[src/rtl/core/tkd_pkg.sv]
// ----------------------------------------------------------------------------
// tkd_pkg
// Shared types, key codes and decode helpers for the terminal key decoder.
// ----------------------------------------------------------------------------
package tkd_pkg;

  localparam int unsigned KeyW  = 9;
  localparam int unsigned ColW  = 10;
  localparam int unsigned RowW  = 16;
  localparam int unsigned ByteW = 8;
  localparam int unsigned CfgIdxW  = 2;
  localparam int unsigned CfgDataW = 16;

  // Configuration register indexes
  localparam logic [CfgIdxW-1:0] CFG_SCREEN_COLUMNS  = 2'd0;
  localparam logic [CfgIdxW-1:0] CFG_SCREEN_ROWS     = 2'd1;
  localparam logic [CfgIdxW-1:0] CFG_TEXT_LINE_COUNT = 2'd2;

  // Key codes
  localparam logic [KeyW-1:0] KC_ESC   = 9'd27;
  localparam logic [KeyW-1:0] KC_QUIT  = 9'd17;   // Ctrl-Q
  localparam logic [KeyW-1:0] KC_LEFT  = 9'd256;
  localparam logic [KeyW-1:0] KC_RIGHT = 9'd257;
  localparam logic [KeyW-1:0] KC_UP    = 9'd258;
  localparam logic [KeyW-1:0] KC_DOWN  = 9'd259;
  localparam logic [KeyW-1:0] KC_DEL   = 9'd260;
  localparam logic [KeyW-1:0] KC_HOME  = 9'd261;
  localparam logic [KeyW-1:0] KC_END   = 9'd262;
  localparam logic [KeyW-1:0] KC_PGUP  = 9'd263;
  localparam logic [KeyW-1:0] KC_PGDN  = 9'd264;

  // Byte constants
  localparam logic [ByteW-1:0] CH_ESC     = 8'h1b;
  localparam logic [ByteW-1:0] CH_BRACKET = 8'h5b;  // '['
  localparam logic [ByteW-1:0] CH_O       = 8'h4f;  // 'O'
  localparam logic [ByteW-1:0] CH_TILDE   = 8'h7e;  // '~'
  localparam logic [ByteW-1:0] CH_0       = 8'h30;
  localparam logic [ByteW-1:0] CH_9       = 8'h39;

  typedef enum logic [2:0] {
    PH_IDLE,
    PH_ESC,
    PH_BRACKET,
    PH_O,
    PH_DIGIT,
    PH_SKIP
  } phase_t;

  // Live configuration handed to the cursor unit
  typedef struct packed {
    logic [ColW-1:0] screen_columns;
    logic [ColW-1:0] screen_rows;
    logic [RowW-1:0] text_line_count;
  } tkd_cfg_t;

  // ESC [ letter
  function automatic logic [KeyW-1:0] bracket_letter(input logic [ByteW-1:0] b);
    logic [KeyW-1:0] k;
    case (b)
      8'h41:   k = KC_UP;     // 'A'
      8'h42:   k = KC_DOWN;   // 'B'
      8'h43:   k = KC_RIGHT;  // 'C'
      8'h44:   k = KC_LEFT;   // 'D'
      8'h48:   k = KC_HOME;   // 'H'
      8'h46:   k = KC_END;    // 'F'
      default: k = KC_ESC;
    endcase
    return k;
  endfunction

  // ESC [ digit ~
  function automatic logic [KeyW-1:0] tilde_key(input logic [ByteW-1:0] d);
    logic [KeyW-1:0] k;
    case (d)
      8'h31:   k = KC_HOME;
      8'h33:   k = KC_DEL;
      8'h34:   k = KC_END;
      8'h35:   k = KC_PGUP;
      8'h36:   k = KC_PGDN;
      8'h37:   k = KC_HOME;
      8'h38:   k = KC_END;
      default: k = KC_ESC;
    endcase
    return k;
  endfunction

endpackage

[src/rtl/core/tkd_cursor.sv]
// ----------------------------------------------------------------------------
// tkd_cursor
// Saturating cursor move for one decoded key.
// ----------------------------------------------------------------------------
module tkd_cursor (
  input  logic [tkd_pkg::KeyW-1:0] key,
  input  tkd_pkg::tkd_cfg_t        cfg,
  input  logic [tkd_pkg::ColW-1:0] col,
  input  logic [tkd_pkg::RowW-1:0] row,
  output logic [tkd_pkg::ColW-1:0] col_nxt,
  output logic [tkd_pkg::RowW-1:0] row_nxt
);
  import tkd_pkg::*;

  logic [ColW-1:0] right_bound;
  logic [RowW-1:0] rows_ext;
  logic [RowW-1:0] room;

  // Zero columns behaves as a single column
  assign right_bound = (cfg.screen_columns == '0) ? '0 : cfg.screen_columns - 1'b1;
  assign rows_ext    = {{(RowW-ColW){1'b0}}, cfg.screen_rows};
  assign room        = cfg.text_line_count - row;

  always_comb begin
    col_nxt = col;
    row_nxt = row;
    unique case (key)
      KC_LEFT:  if (col != '0) col_nxt = col - 1'b1;
      KC_RIGHT: if (col < right_bound) col_nxt = col + 1'b1;
      KC_UP:    if (row != '0) row_nxt = row - 1'b1;
      KC_DOWN:  if (row < cfg.text_line_count) row_nxt = row + 1'b1;
      KC_PGUP:  row_nxt = (row >= rows_ext) ? row - rows_ext : '0;
      KC_PGDN: begin
        if (row < cfg.text_line_count) begin
          row_nxt = (room > rows_ext) ? row + rows_ext : cfg.text_line_count;
        end
      end
      KC_HOME:  col_nxt = '0;
      KC_END:   col_nxt = right_bound;
      default: begin
      end
    endcase
  end

endmodule

[src/rtl/core/terminal_key_decoder_cursor_unit.sv]
// ----------------------------------------------------------------------------
// terminal_key_decoder_cursor_unit
// Decodes VT100 key escape sequences from a byte stream and tracks a cursor.
// ----------------------------------------------------------------------------
//  channel | direction | payload
//  --------+-----------+------------------------------------------------------
//  in_     | slave     | tdata: byte_value; tuser: func (1 = timeout)
//  out_    | master    | tdata: key_code, cursor_col, cursor_row; tuser: quit
//  cfg_    | slave     | cfg_index selects register, cfg_data holds its value
//
//  One item per cycle while the output is not stalled: an input register
//  feeds the escape decoder and the cursor unit, whose result is registered
//  in the output register. Items that produce no key pass through without
//  needing output space. A stalled output holds the input register; new
//  input is taken while the pending result drains. Reset is synchronous.
// ----------------------------------------------------------------------------
module terminal_key_decoder_cursor_unit (
  input  logic                          clk,
  input  logic                          rst_n,
  // input stream
  input  logic                          in_tvalid,
  output logic                          in_tready,
  input  logic [7:0]                    in_tdata,   // [7:0] byte_value
  input  logic                          in_tuser,   // [0] func
  // result stream
  output logic                          out_tvalid,
  input  logic                          out_tready,
  output logic [39:0]                   out_tdata,  // [8:0] key_code,
                                                    // [18:9] cursor_col,
                                                    // [34:19] cursor_row, rest 0
  output logic                          out_tuser,  // [0] quit_flag
  // configuration writes
  input  logic                          cfg_valid,
  output logic                          cfg_ready,
  input  logic [tkd_pkg::CfgIdxW-1:0]   cfg_index,
  input  logic [tkd_pkg::CfgDataW-1:0]  cfg_data
);
  import tkd_pkg::*;

  // Configuration registers
  tkd_cfg_t cfg_r;

  assign cfg_ready = 1'b1;

  always_ff @(posedge clk) begin
    if (!rst_n) begin
      cfg_r.screen_columns  <= 10'd80;
      cfg_r.screen_rows     <= 10'd24;
      cfg_r.text_line_count <= '0;
    end else if (cfg_valid) begin
      case (cfg_index)
        CFG_SCREEN_COLUMNS:  cfg_r.screen_columns  <= cfg_data[ColW-1:0];
        CFG_SCREEN_ROWS:     cfg_r.screen_rows     <= cfg_data[ColW-1:0];
        CFG_TEXT_LINE_COUNT: cfg_r.text_line_count <= cfg_data[RowW-1:0];
        default: begin
        end
      endcase
    end
  end

  // Input register
  logic             in_v_r;
  logic             tmo_r;
  logic [ByteW-1:0] byte_r;
  logic             advance;

  assign in_tready = !in_v_r || advance;

  always_ff @(posedge clk) begin
    if (!rst_n) begin
      in_v_r <= 1'b0;
    end else if (in_tready) begin
      in_v_r <= in_tvalid;
    end
  end

  always_ff @(posedge clk) begin
    if (in_tvalid && in_tready) begin
      tmo_r  <= in_tuser;
      byte_r <= in_tdata;
    end
  end

  // Escape decoder
  phase_t           phase_r, phase_nxt;
  logic [ByteW-1:0] digit_r, digit_nxt;
  logic [KeyW-1:0]  key;
  logic             has_key;

  always_comb begin
    phase_nxt = phase_r;
    digit_nxt = digit_r;
    key       = {1'b0, byte_r};
    has_key   = 1'b0;
    if (phase_r == PH_IDLE) begin
      if (!tmo_r) begin
        if (byte_r == CH_ESC) begin
          phase_nxt = PH_ESC;
        end else begin
          has_key = 1'b1;
        end
      end
    end else if (tmo_r) begin
      key       = KC_ESC;
      has_key   = 1'b1;
      phase_nxt = PH_IDLE;
    end else begin
      unique case (phase_r)
        PH_ESC: begin
          if (byte_r == CH_BRACKET)  phase_nxt = PH_BRACKET;
          else if (byte_r == CH_O)   phase_nxt = PH_O;
          else                       phase_nxt = PH_SKIP;
        end
        PH_BRACKET: begin
          if (byte_r >= CH_0 && byte_r <= CH_9) begin
            digit_nxt = byte_r;
            phase_nxt = PH_DIGIT;
          end else begin
            key       = bracket_letter(byte_r);
            has_key   = 1'b1;
            phase_nxt = PH_IDLE;
          end
        end
        PH_O: begin
          key       = (byte_r == 8'h48) ? KC_HOME :
                      (byte_r == 8'h46) ? KC_END  : KC_ESC;
          has_key   = 1'b1;
          phase_nxt = PH_IDLE;
        end
        PH_DIGIT: begin
          key       = (byte_r == CH_TILDE) ? tilde_key(digit_r) : KC_ESC;
          has_key   = 1'b1;
          phase_nxt = PH_IDLE;
        end
        default: begin
          // dangling byte after ESC, or unreachable idle
          key       = KC_ESC;
          has_key   = 1'b1;
          phase_nxt = PH_IDLE;
        end
      endcase
    end
  end

  // Cursor update
  logic [ColW-1:0] col_r, col_nxt;
  logic [RowW-1:0] row_r, row_nxt;

  tkd_cursor u_cursor (
    .key     (key),
    .cfg     (cfg_r),
    .col     (col_r),
    .row     (row_r),
    .col_nxt (col_nxt),
    .row_nxt (row_nxt)
  );

  // Stage moves when the result has somewhere to go, or there is none
  logic out_v_r;
  logic load_out;

  assign advance  = in_v_r && (!has_key || !out_v_r || out_tready);
  assign load_out = advance && has_key;

  always_ff @(posedge clk) begin
    if (!rst_n) begin
      phase_r <= PH_IDLE;
      digit_r <= '0;
      col_r   <= '0;
      row_r   <= '0;
    end else if (advance) begin
      phase_r <= phase_nxt;
      digit_r <= digit_nxt;
      if (has_key) begin
        col_r <= col_nxt;
        row_r <= row_nxt;
      end
    end
  end

  // Output register
  logic [KeyW-1:0] key_out_r;
  logic [ColW-1:0] col_out_r;
  logic [RowW-1:0] row_out_r;
  logic            quit_r;

  always_ff @(posedge clk) begin
    if (!rst_n) begin
      out_v_r <= 1'b0;
    end else if (load_out) begin
      out_v_r <= 1'b1;
    end else if (out_tready) begin
      out_v_r <= 1'b0;
    end
  end

  always_ff @(posedge clk) begin
    if (load_out) begin
      key_out_r <= key;
      col_out_r <= col_nxt;
      row_out_r <= row_nxt;
      quit_r    <= (key == KC_QUIT);
    end
  end

  assign out_tvalid = out_v_r;
  assign out_tdata  = {5'b0, row_out_r, col_out_r, key_out_r};
  assign out_tuser  = quit_r;

endmodule
[config.mk]
export PLATFORM = sky130hd
export DESIGN_NAME = terminal_key_decoder_cursor_unit
export DESIGN_NICKNAME = d
export VERILOG_FILES = /design/src/rtl/core/tkd_pkg.sv /design/src/rtl/core/tkd_cursor.sv /design/src/rtl/core/terminal_key_decoder_cursor_unit.sv
export SDC_FILE = /design/constraint.sdc
export NUM_CORES = 1
export LEC_CHECK = 0
export BUFFER_PORTS_ARGS = -buffer_cell sky130_fd_sc_hd__buf_2
export CAP_MARGIN = 20
export CORE_AREA = 2 2 174 125
export DETAILED_ROUTE_END_ITERATION = 7
export DIE_AREA = 0 0 176 127
export PLACE_DENSITY = 0.67
export RECOVER_POWER = 50
export SLEW_MARGIN = 40
export SYNTH_ARGS = -nofsm -noshare
export SYNTH_HDL_FRONTEND = slang
export SYNTH_SLANG_ARGS = --single-unit
[constraint.sdc]
create_clock -name clk -period 4.2 [get_ports clk]
set_input_delay 0.42 -clock clk [delete_from_list [all_inputs] [get_ports clk]]
set_output_delay 0.42 -clock clk [all_outputs]
set_load 0.01 [all_outputs]
; ---- After elaboration in Yosys (flattened, before gate mapping)
; Cells that the tools add are included.
; Widths: inputs -> output; s select.
[totals]
latch_bits = 0
inputBits = 32
ramBits = 0
rom_bits = 0
out_inout_bits = 44
word_cells = 124
ff_bits = 120
n_memories = 0
[op_classes]
n_addsub = 8
n_eq_ne = 34
n_mul = 0
bitwise_logic = 2
div = 0
n_mux = 35
n_reduce_logical = 24
shift = 0
order_cmp = 6
[op_table]
columns = operator, count
row1 = $mux 16, 5
row2 = $eq 8x7->1 const B, 9
row3 = $eq 9x9->1 const B, 8
row4 = $pmux 16 s4, 1
row5 = $eq 8x6->1 const B, 7
row6 = $mux 9, 6
row7 = $pmux 9 s6, 1
row8 = $pmux 9 s5, 1
row9 = $pmux 10 s4, 1
row10 = $pmux 9 s4, 1
row11 = $mux 10, 3
row12 = $mux 3, 7
row13 = $sub 10x1->10 const B, 2
row14 = $add 16x1->16 const B, 1
row15 = $add 16x10->16, 1
row16 = $ge 16x10->1, 1
row17 = $gt 16x10->1, 1
row18 = $lt 16x16->1, 1
row19 = $reduce_bool 16->1, 1
row20 = $sub 16x1->16 const B, 1
row21 = $sub 16x10->16, 1
row22 = $sub 16x16->16, 1
row23 = $add 10x1->10 const B, 1
row24 = $logic_not 10->1, 1
row25 = other kinds (27), 46

; ---- Logic depth before layout (Yosys ltp)
; Gate-level depths: netlist of run 1.
[logic_depth]
depth_word = 12
depth_mapped = 22
depth_no_buf = 20

; ---- Modules after synthesis
; Synthesis of run 1 repeated with hierarchy kept, for this count alone.
[hier_totals]
cells_unflattened = 1231
area_unflattened_um2 = 10020.9
[modules_own_cells]
columns = module, area_each_um2, cells_each, instances, seq_area_each_um2
row1 = tkd_cursor, 5022.3, 737, 1, 0.0
row2 = terminal_key_decoder_cursor_unit, 4998.5, 494, 1, 2852.7

; ---- Worst setup path after synthesis of run 1
; No wires, ideal clock.
[synth_timing]
kind = flip-flop to flip-flop
from = register row_r[2]
to = register row_out_r[13] (data pin)
setup_time_ps = 262
arrival_time_ps = 4048
stages_incl_launch_ff = 23
path_slack_ps = -110
n_path_buf = 2
cell_sequence = dfxtp_1 -> clkbuf_1 -> inv_1 -> ha_1 -> o21ai_0 -> a21oi_1 -> o21ai_0 -> nand2b_1 -> a31oi_1 -> o21bai_1 -> a21oi_1 -> xnor2_1 -> ha_1 -> a211oi_1 -> o21ai_0 -> o21ai_0 -> o2111a_1 -> and4b_1 -> nand2_1 -> clkbuf_1 -> mux2i_1 -> o221ai_1 -> or2_2
[synth_between]
elab_chain_cells = 5
elab_cells_between_ends = 15
[synth_lines]
columns = item, line_no
row1 = start: declaration, terminal_key_decoder_cursor_unit.sv:147  ; logic [RowW-1:0] row_r, row_nxt;
row2 = start signal: assignment, terminal_key_decoder_cursor_unit.sv:176  ; row_r <= row_nxt;
row3 = $sub 16x16->16, tkd_cursor.sv:22  ; assign room = cfg.text_line_count - row;
row4 = $gt 16x10->1, tkd_cursor.sv:35  ; row_nxt = (room > rows_ext) ? row + rows_ext : cfg.text_line_count;
row5 = $mux 16, tkd_cursor.sv:35
row6 = $mux 16, tkd_cursor.sv:34  ; if (row < cfg.text_line_count) begin
row7 = $pmux 16 s4 (*), tkd_cursor.sv:27  ; unique case (key)
row8 = via row_nxt[13], terminal_key_decoder_cursor_unit.sv:147
row9 = end signal: assignment, terminal_key_decoder_cursor_unit.sv:201  ; row_out_r <= row_nxt;
row10 = end: declaration, terminal_key_decoder_cursor_unit.sv:184  ; logic [RowW-1:0] row_out_r;
; Mark *: on every way through the listed nets, which the timed path passes. The rest lies on a longest branch.
; A chain may end at the register's enable or synchronous reset.

; ---- Worst setup path after layout of run 1
[layout_timing]
from = register row_r[1]
to = register row_out_r[13] (data pin)
; Same word-level chain as after synthesis.

==> reports/metrics.csv, run 1 <==
stage;metric;value;unit
outcome;outcome;finished, violations left;
outcome;violations;max-capacitance violations, max-slew violations;
drt;routed_via_density;6.319;
placed_design;io_buffers;69;
global_routing;grt_pass1_wl;51920;um
die;die_width;176;um
drt;wirelength;34030;um
power_and_ir_drop;swShare;30.71;%
sta;worstMarginPinSlew;1.824;ns
cts;postCtsHoldBufs;0;
sta;period_share;96.78;%
final_layout;nets;1445;
global_routing;grt_pass1_vias;9250;
cts;cts_tree;yes;
sta;setup_violations;0;
sta;finalSetupTns;0;ns
drt;drtPass1Iterations;5;
cts;cts_buffer_depth;2;
global_routing;grt_max_degree;56;
logic_synthesis;ys_seq_area_share;29.32;%
global_routing;grtUsageTotal;30.05;%
sta;max_freq;246.0;MHz
power_and_ir_drop;switching_power;0.0009981;W
cts;h-tree-depth;4;
final_layout;diodes;0;
power_and_ir_drop;vdd_drop_max;262.0;uV
run;drv_cap;2;
power_and_ir_drop;power.density;278.5;nW/um2
power_and_ir_drop;clockPowerShare;40.2;%
logic_synthesis;synth_ff_type;dfxtp_1;
setup_path;cp.required;4.37;ns
logic_synthesis;synthArstFlopShare;0;%
sta;slew_headroom;-21.57;%
final_layout;postLayoutCoreUtil;56.84;%
logic_synthesis;synth_top_area_share;15.43;%
cts;insertion_delay;0.44;ns
logic_synthesis;synth_area;9728;um2
worst_hold_path;min_path_type;primary input to flip-flop;
setup_path;path_class;flip-flop to flip-flop;
logic_synthesis;synth_top_cell_by_area;dfxtp_1;
logic_synthesis;ys_warn_count;0;
cts;clockRootBuffer;clkbuf_16;
setup_path;worstPathMaxFanout;6;
sta;hold_violations;0;
power_and_ir_drop;seqPwrFrac;39.1;%
die;io_pins;76;
logic_synthesis;syn_inst;1219;
setup_path;worstSetupStartpointType;flip-flop;
logic_synthesis;synth.avg_cell_area;7.980;um2
logic_synthesis;yosys-top-cells-area;dfxtp_1 (15%), edfxtp_1 (14%), ha_1 (7.7%);
sta;skew;0.01302;ns
drt;route.antenna.remaining_nets;0;
die;core;20530;um2
die;die_y;127;um
power_and_ir_drop;internal_power;0.002252;W
logic_synthesis;synth-seq-cells;120;
drt;vias;10350;
cts;cts_sinks;120;
die;rows;44;
sta;rsz0062_at_grt;yes;
placed_design;place.gp.congestion;1.015;
logic_synthesis;synth_edf_count;45;
placed_design;dp_hpwl;25500;um
drt;wl_per_cell;20.78;um
cts;clkTransAtPathRegs;0.06;ns
setup_path;arrival;4.24;ns
die;fp.dieArea;22350;um2
sta;period_needed;4.065;ns
final_layout;drive_gt1_share;18.21;%
logic_synthesis;synth_cell_type_count;92;
drt;first_iter_violations;1164;
setup_path;end_kind;flip-flop;
power_and_ir_drop;combPwrFrac;20.7;%
global_routing;overflow;0;
cts;numCtsBuffers;17;
sta;drv_slew;40;
global_routing;antenna_found_initial;0;
power_and_ir_drop;leakage;4.647;nW
die;floorplan.initialDensity;47.37;%
final_layout;syn_to_final_growth;19.99;%
drt;drc_errors;0;
-- cells in the mapped netlist, types with 14 or more instances --
master	number
a31oi_1	24
nor2_1	91
dfxtp_1	75
a21oi_1	99
nand2b_1	21
edfxtp_1	45
xnor2_1	28
inv_1	55
nor3_1	39
nand3_1	36
or3_1	17
nand2_1	135
nor2b_1	17
a21o_1	20
a211oi_1	14
mux2i_1	26
clkbuf_1	45
o21ai_0	64
xor2_1	16
nand4_1	20
ha_1	60
nor4_1	16
-- layout by cell type (no fill, tap or decap), drive strengths merged, types with 45 or more instances in the layout --
cell    count
nand2     135
buf       135
a21oi      99
nor2       92
dfxtp      75
o21ai      67
inv        61
clkbuf     61
ha         60
edfxtp     45
-- stage by stage --
stage / power [W] / setup WS [ns] / hold slack, ns / area, um2 / cells
3_3_place_gp: 0.001899 / -0.2138 / 0.4415 / 10910 / 1600
2_1_floorplan: 0.001693 / 0.04224 / 0.4320 / 9746 / 1223
5_1_grt: 0.003369 / -0.09803 / 0.1462 / 11670 / 1638
3_5_place_dp: 0.001907 / -0.3127 / 0.4468 / 10920 / 1600
4_1_cts: 0.003220 / 0.01047 / 0.1478 / 11490 / 1633
6_report: 0.003251 / 0.1352 / 0.1551 / 11670 / 1638
-- power by group through the flow --
| stage | Combinational [W] | Sequential (W) | Clock [W] |
|---|---|---|---|
| 6_report | 0.000673 | 0.00127 | 0.00131 |
| 5_1_grt | 0.000727 | 0.00127 | 0.00137 |
| 4_1_cts | 0.000629 | 0.00127 | 0.00132 |
| 3_5_place_dp | 0.000616 | 0.00129 | 0 |
| 3_3_place_gp | 0.000608 | 0.00129 | 0 |
| 2_1_floorplan | 0.000408 | 0.00129 | 0 |
-- per-layer routing --
metal  wire [um]  global-route usage, %  share of wire, %
met2       13180                  40.55                39
met4         663                  7.827               1.9
met5           0                      0                 0
met3        4383                  8.720                13
met1       15810                  45.96                46
-- timing repair --
action	CTS	global route
cloned	0	1
pin swaps	5	12
resized for setup	12	45
setup endpoints to repair	29	47
setup buffers	2	4
-- worst paths after layout --
kind                                start                 endpoint  slack [ns]  cells past startpoint
setup / recovery    row_r[1]$_SDFFE_PN0P_  row_out_r[13]$_DFFE_PP_        0.14                     21
hold / removal                in_tdata[4]      byte_r[4]$_DFFE_PP_        0.16                      1
setup reg to reg    row_r[1]$_SDFFE_PN0P_  row_out_r[13]$_DFFE_PP_        0.14                     21
hold reg to reg   digit_r[4]$_SDFFE_PN0P_  digit_r[4]$_SDFFE_PN0P_        0.46                      1
-- flip-flops by register name (all words and copies together) (netlist names), 3 cells and up --
| name | cells |
|---|---|
| key_out_r | 9 |
| phase_r | 3 |
| cfg_r | 36 |
| row_r | 16 |
| col_out_r | 10 |
| byte_r | 8 |
| digit_r | 8 |
| row_out_r | 16 |
| col_r | 10 |
-- logic make-up after synthesis --
kind of cell | share of synthesized area [%]
xor+xnor | 3.961
simple gates | 24.58
other cells | 0.07720
flops | 29.32
fa+ha+maj | 8.334
compound gates | 25.40
mux | 2.907
buf+inv | 5.415
-- critical path: stages, from the launching register on --
cell and delay [ns]:
dfxtp_2 0.34, inv_2 0.07, ha_4 0.29, nand2b_4 0.06, a21oi_4 0.15, o21ai_1 0.08, nand2b_1 0.12, a31oi_2 0.12
o21bai_1 0.20, a21oi_2 0.08, xnor2_1 0.13, ha_1 0.33, nand4_1 0.09, o32a_1 0.30, o21ai_2 0.08, o2111a_1 0.20
and4b_2 0.27, nand2_4 0.11, buf_8 0.18, mux2i_2 0.18, o221ai_2 0.12, or2_2 0.29
-- layout make-up --
type                       count  area, um2
multi-input combinational    977       6584
clock buffer                  19      432.9
sequential                   120       2858
inverter                      57      216.5
timing repair buffer         177       1157
clock inverter                12      78.83
tap                          276      345.3
fill                        1947       8862
Note: power is estimated with default switching activity, not from simulation.
==> run 2: changes to the inputs <==
- PLACE_DENSITY: 0.67 -> 0.64
- clock period: 4.2 -> 5 ns (I/O delays scaled with it)
==> run 2 against run 1 <==
Compared with the run above: the run still ends with max-capacitance violations, max-slew violations left; clock power is essentially flat; final cell count decreased by 4.6%; via count is 3.9% lower; first-iteration DRC count is 14% higher; core utilization down 3.4 points; sequential power down 16%; largest power group unchanged; sequential cell count unchanged; die area unchanged; power shrank 11%; cell area shrank 6.0%.
==> reports/metrics.csv, run 2 (synthesis gave the netlist of run 1 again) <==
stage;metric;value;unit;change
final_layout;drive_gt1_share;10.58;%;was 18.21%
final_layout;syn_to_final_growth;12.77;%;was 19.99%
cts;postCtsHoldBufs;0;;unchanged
sta;period_share;95.08;%;was 96.78%
sta;skew;0.009755;ns;was 0.01302 ns
global_routing;overflow;0;;unchanged
die;io_pins;76;;unchanged
global_routing;use_met1;45.79;%;was 45.96%
power_and_ir_drop;vdd_drop_max;263.1;uV;was 262.0 uV
sta;setup_violations;0;;unchanged
placed_design;dpl-instance-area;10380;um2;was 10920 um2
final_layout;nets;1368;;was 1445
sta;period_needed;4.754;ns;was 4.065 ns
die;die_y;127;um;unchanged
final_layout;layout_commonest_cell;nand2_1;;unchanged
global_routing;antenna_found_initial;0;;unchanged
cts;cts_sinks;120;;unchanged
drt;drc_errors;0;;unchanged
global_routing;busiest_layer;met1;;unchanged
sta;hold_violations;0;;unchanged
setup_path;arrival;5.11;ns;was 4.24 ns
sta;rsz0062_at_grt;no;;was yes
power_and_ir_drop;seqPwrFrac;37.1;%;was 39.1%
cts;cts_tree;yes;;unchanged
placed_design;dp_hpwl;24280;um;was 25500 um
power_and_ir_drop;leakage;4.296;nW;was 4.647 nW
die;core;20530;um2;unchanged
sta;worstMarginPinSlew;1.805;ns;was 1.824 ns
drt;vias;9944;;was 10350
drt;wirelength;32590;um;was 34030 um
worst_hold_path;min_path_type;primary input to flip-flop;;unchanged
final_layout;diodes;0;;unchanged
global_routing;grt_pass1_wl;50290;um;was 51920 um
setup_path;slowest_stage;nor2_1;;was dfxtp_2
power_and_ir_drop;internal_power;0.002067;W;was 0.002252 W
cts;cts_setup_buffers;0;;was 2
setup_path;worstPathMaxFanout;11;;was 6
final_layout;fillers;1993;;was 1947
power_and_ir_drop;combPwrFrac;17.3;%;was 20.7%
cts;clockRootBuffer;clkbuf_16;;unchanged
cts;ctsResizeCount;0;;was 12
cts;clkTransAtPathRegs;0.06;ns;about the same
die;die_width;176;um;unchanged
power_and_ir_drop;total_power;0.002896;W;was 0.003251 W
drt;routed_via_density;6.366;;was 6.319
global_routing;globalRouteMet2Util;37.82;%;was 40.55%
global_routing;grt_pass1_vias;8729;;was 9250
drt;route.antenna.remaining_nets;0;;unchanged
final_layout;final_cell_mix;nand2_1 (134), a21oi_1 (99), nor2_1 (91);;was nand2_1 (133), buf_4 (100), a21oi_1 (96)
final_layout;fin_area;10970;um2;was 11670 um2
setup_path;end_kind;flip-flop;;unchanged
cts;numCtsBuffers;17;;unchanged
final_layout;top_regs;cfg_r (36), row_out_r (16), row_r (16);;unchanged
setup_path;cp.required;5.35;ns;was 4.37 ns
cts;cts_buffer_depth;2;;unchanged
die;fp.dieArea;22350;um2;unchanged
setup_path;cp_cell_sequence;clkbuf_1 > nor4bb_1 > a31oi_1 > o2111a_1 > or2_0 > inv_1 > a32oi_1 > nand2b_1 > nor2_1 > o221ai_1 > a31oi_1;;was inv_2 > ha_4 > nand2b_4 > a21oi_4 > o21ai_1 > nand2b_1 > a31oi_2 > o21bai_1 > a21oi_2 > xnor2_1 > ha_1 > nand4_1 > o32a_1 > o21ai_2 > o2111a_1 > and4b_2 > nand2_4 > buf_8 > mux2i_2 > o221ai_2 > or2_2
final_layout;finalNonFillerCells;1562;;was 1638
global_routing;globalRouteMet3Util;7.738;%;was 8.720%
sta;fin_ws;0.2462;ns;was 0.1352 ns
sta;max_freq;210.4;MHz;was 246.0 MHz
final_layout;regMostFlops;cfg_r;;unchanged
cts;h-tree-depth;4;;unchanged
outcome;violations;max-capacitance violations, max-slew violations;;unchanged
global_routing;grt_max_degree;56;;unchanged
die;rows;44;;unchanged
cts;insertion_delay;0.43;ns;was 0.44 ns
placed_design;preCtsSetupSlack;0.2339;ns;was -0.3127 ns
die;floorplan.initialDensity;47.37;%;unchanged
drt;drtPass1Iterations;6;;was 5
setup_path;cp_common_cell;a31oi_1;;
power_and_ir_drop;clockPowerShare;45.6;%;was 40.2%
power_and_ir_drop;switching_power;0.0008289;W;was 0.0009981 W
drt;wl_per_cell;20.86;um;was 20.78 um
global_routing;grtUsageTotal;29.13;%;was 30.05%
sta;slew_headroom;-20.63;%;was -21.57%
power_and_ir_drop;swShare;28.62;%;was 30.71%
drt;first_iter_violations;1332;;was 1164
setup_path;path_class;flip-flop to flip-flop;;unchanged
final_layout;largest_reg_flops;36;;unchanged
sta;finalSetupTns;0;ns;unchanged
placed_design;io_buffers;69;;unchanged
run;drv_cap;2;;unchanged
setup_path;crit_path_max_incr_delay;0.74;ns;was 0.34 ns
setup_path;worstSetupStartpointType;flip-flop;;unchanged
power_and_ir_drop;power.density;264.0;nW/um2;was 278.5 nW/um2
placed_design;place.gp.congestion;0.9669;;was 1.015
sta;drv_slew;40;;unchanged
placed_design;dp_cells;1529;;was 1600
outcome;outcome;finished, violations left;;unchanged
-- run 2: worst paths after layout --
| path | start | endpoint | slack [ns] | depth (start not counted) |
|---|---|---|---|---|
| setup reg to reg | byte_r[4]$_DFFE_PP_ | row_r[15]$_SDFFE_PN0P_ | 0.25 | 11 |
| hold reg to reg | cfg_r[0]$_SDFFE_PN0P_ | cfg_r[0]$_SDFFE_PN0P_ | 0.46 | 2 |
| setup / recovery | byte_r[4]$_DFFE_PP_ | row_r[15]$_SDFFE_PN0P_ | 0.25 | 11 |
| hold / removal | in_tdata[6] | byte_r[6]$_DFFE_PP_ | 0.24 | 1 |
-- run 2: metal layers --
layer | up-vias | share of wire (%)
met4 | 0 | 1.9
met1 | 4647 | 48
met5 | - | 0
met2 | 603 | 38
li1 | 4644 | -
met3 | 50 | 12
-- run 2: final cells by class --
| type | instances | area (um2) | share of cell area, % |
|---|---|---|---|
| Multi-Input combinational cell | 977 | 6387 | 58.22 |
| Clock buffer | 25 | 570.5 | 5.201 |
| Sequential cell | 120 | 2853 | 26.00 |
| Tap cell | 276 | 345.3 | 3.148 |
| Timing Repair Buffer | 100 | 525.5 | 4.790 |
| Clock inverter | 7 | 72.57 | 0.6615 |
| Inverter | 57 | 216.5 | 1.973 |
-- run 2: worst max-delay path: cells and delay by family, from the launching register on --
| family | cells | cell delay, ns |
|---|---|---|
| flops | 1 | 0.36 |
| buf+inv | 2 | 0.75 |
| compound gates | 5 | 1.36 |
| simple gates | 4 | 2.19 |
-- run 2: power by group through the flow --
| stage | registers, W | logic, W | clock network, W |
|---|---|---|---|
| floorplan | 0.00108 | 0.000342 | 0 |
| global placement | 0.00109 | 0.000478 | 0 |
| detailed placement | 0.00109 | 0.000483 | 0 |
| CTS | 0.00107 | 0.000487 | 0.00134 |
| global route | 0.00108 | 0.000542 | 0.00138 |
| finish | 0.00107 | 0.000502 | 0.00132 |
-- run 2: per-stage QoR --
| stage | utilization, % | hold slack, ns |
|---|---|---|
| floorplan | - | 0.4320 |
| global placement | 50.41 | 0.4416 |
| detailed placement | 50.52 | 0.4508 |
| CTS | 53.66 | 0.2271 |
| global route | 53.42 | 0.2304 |
| finish | 53.42 | 0.2421 |
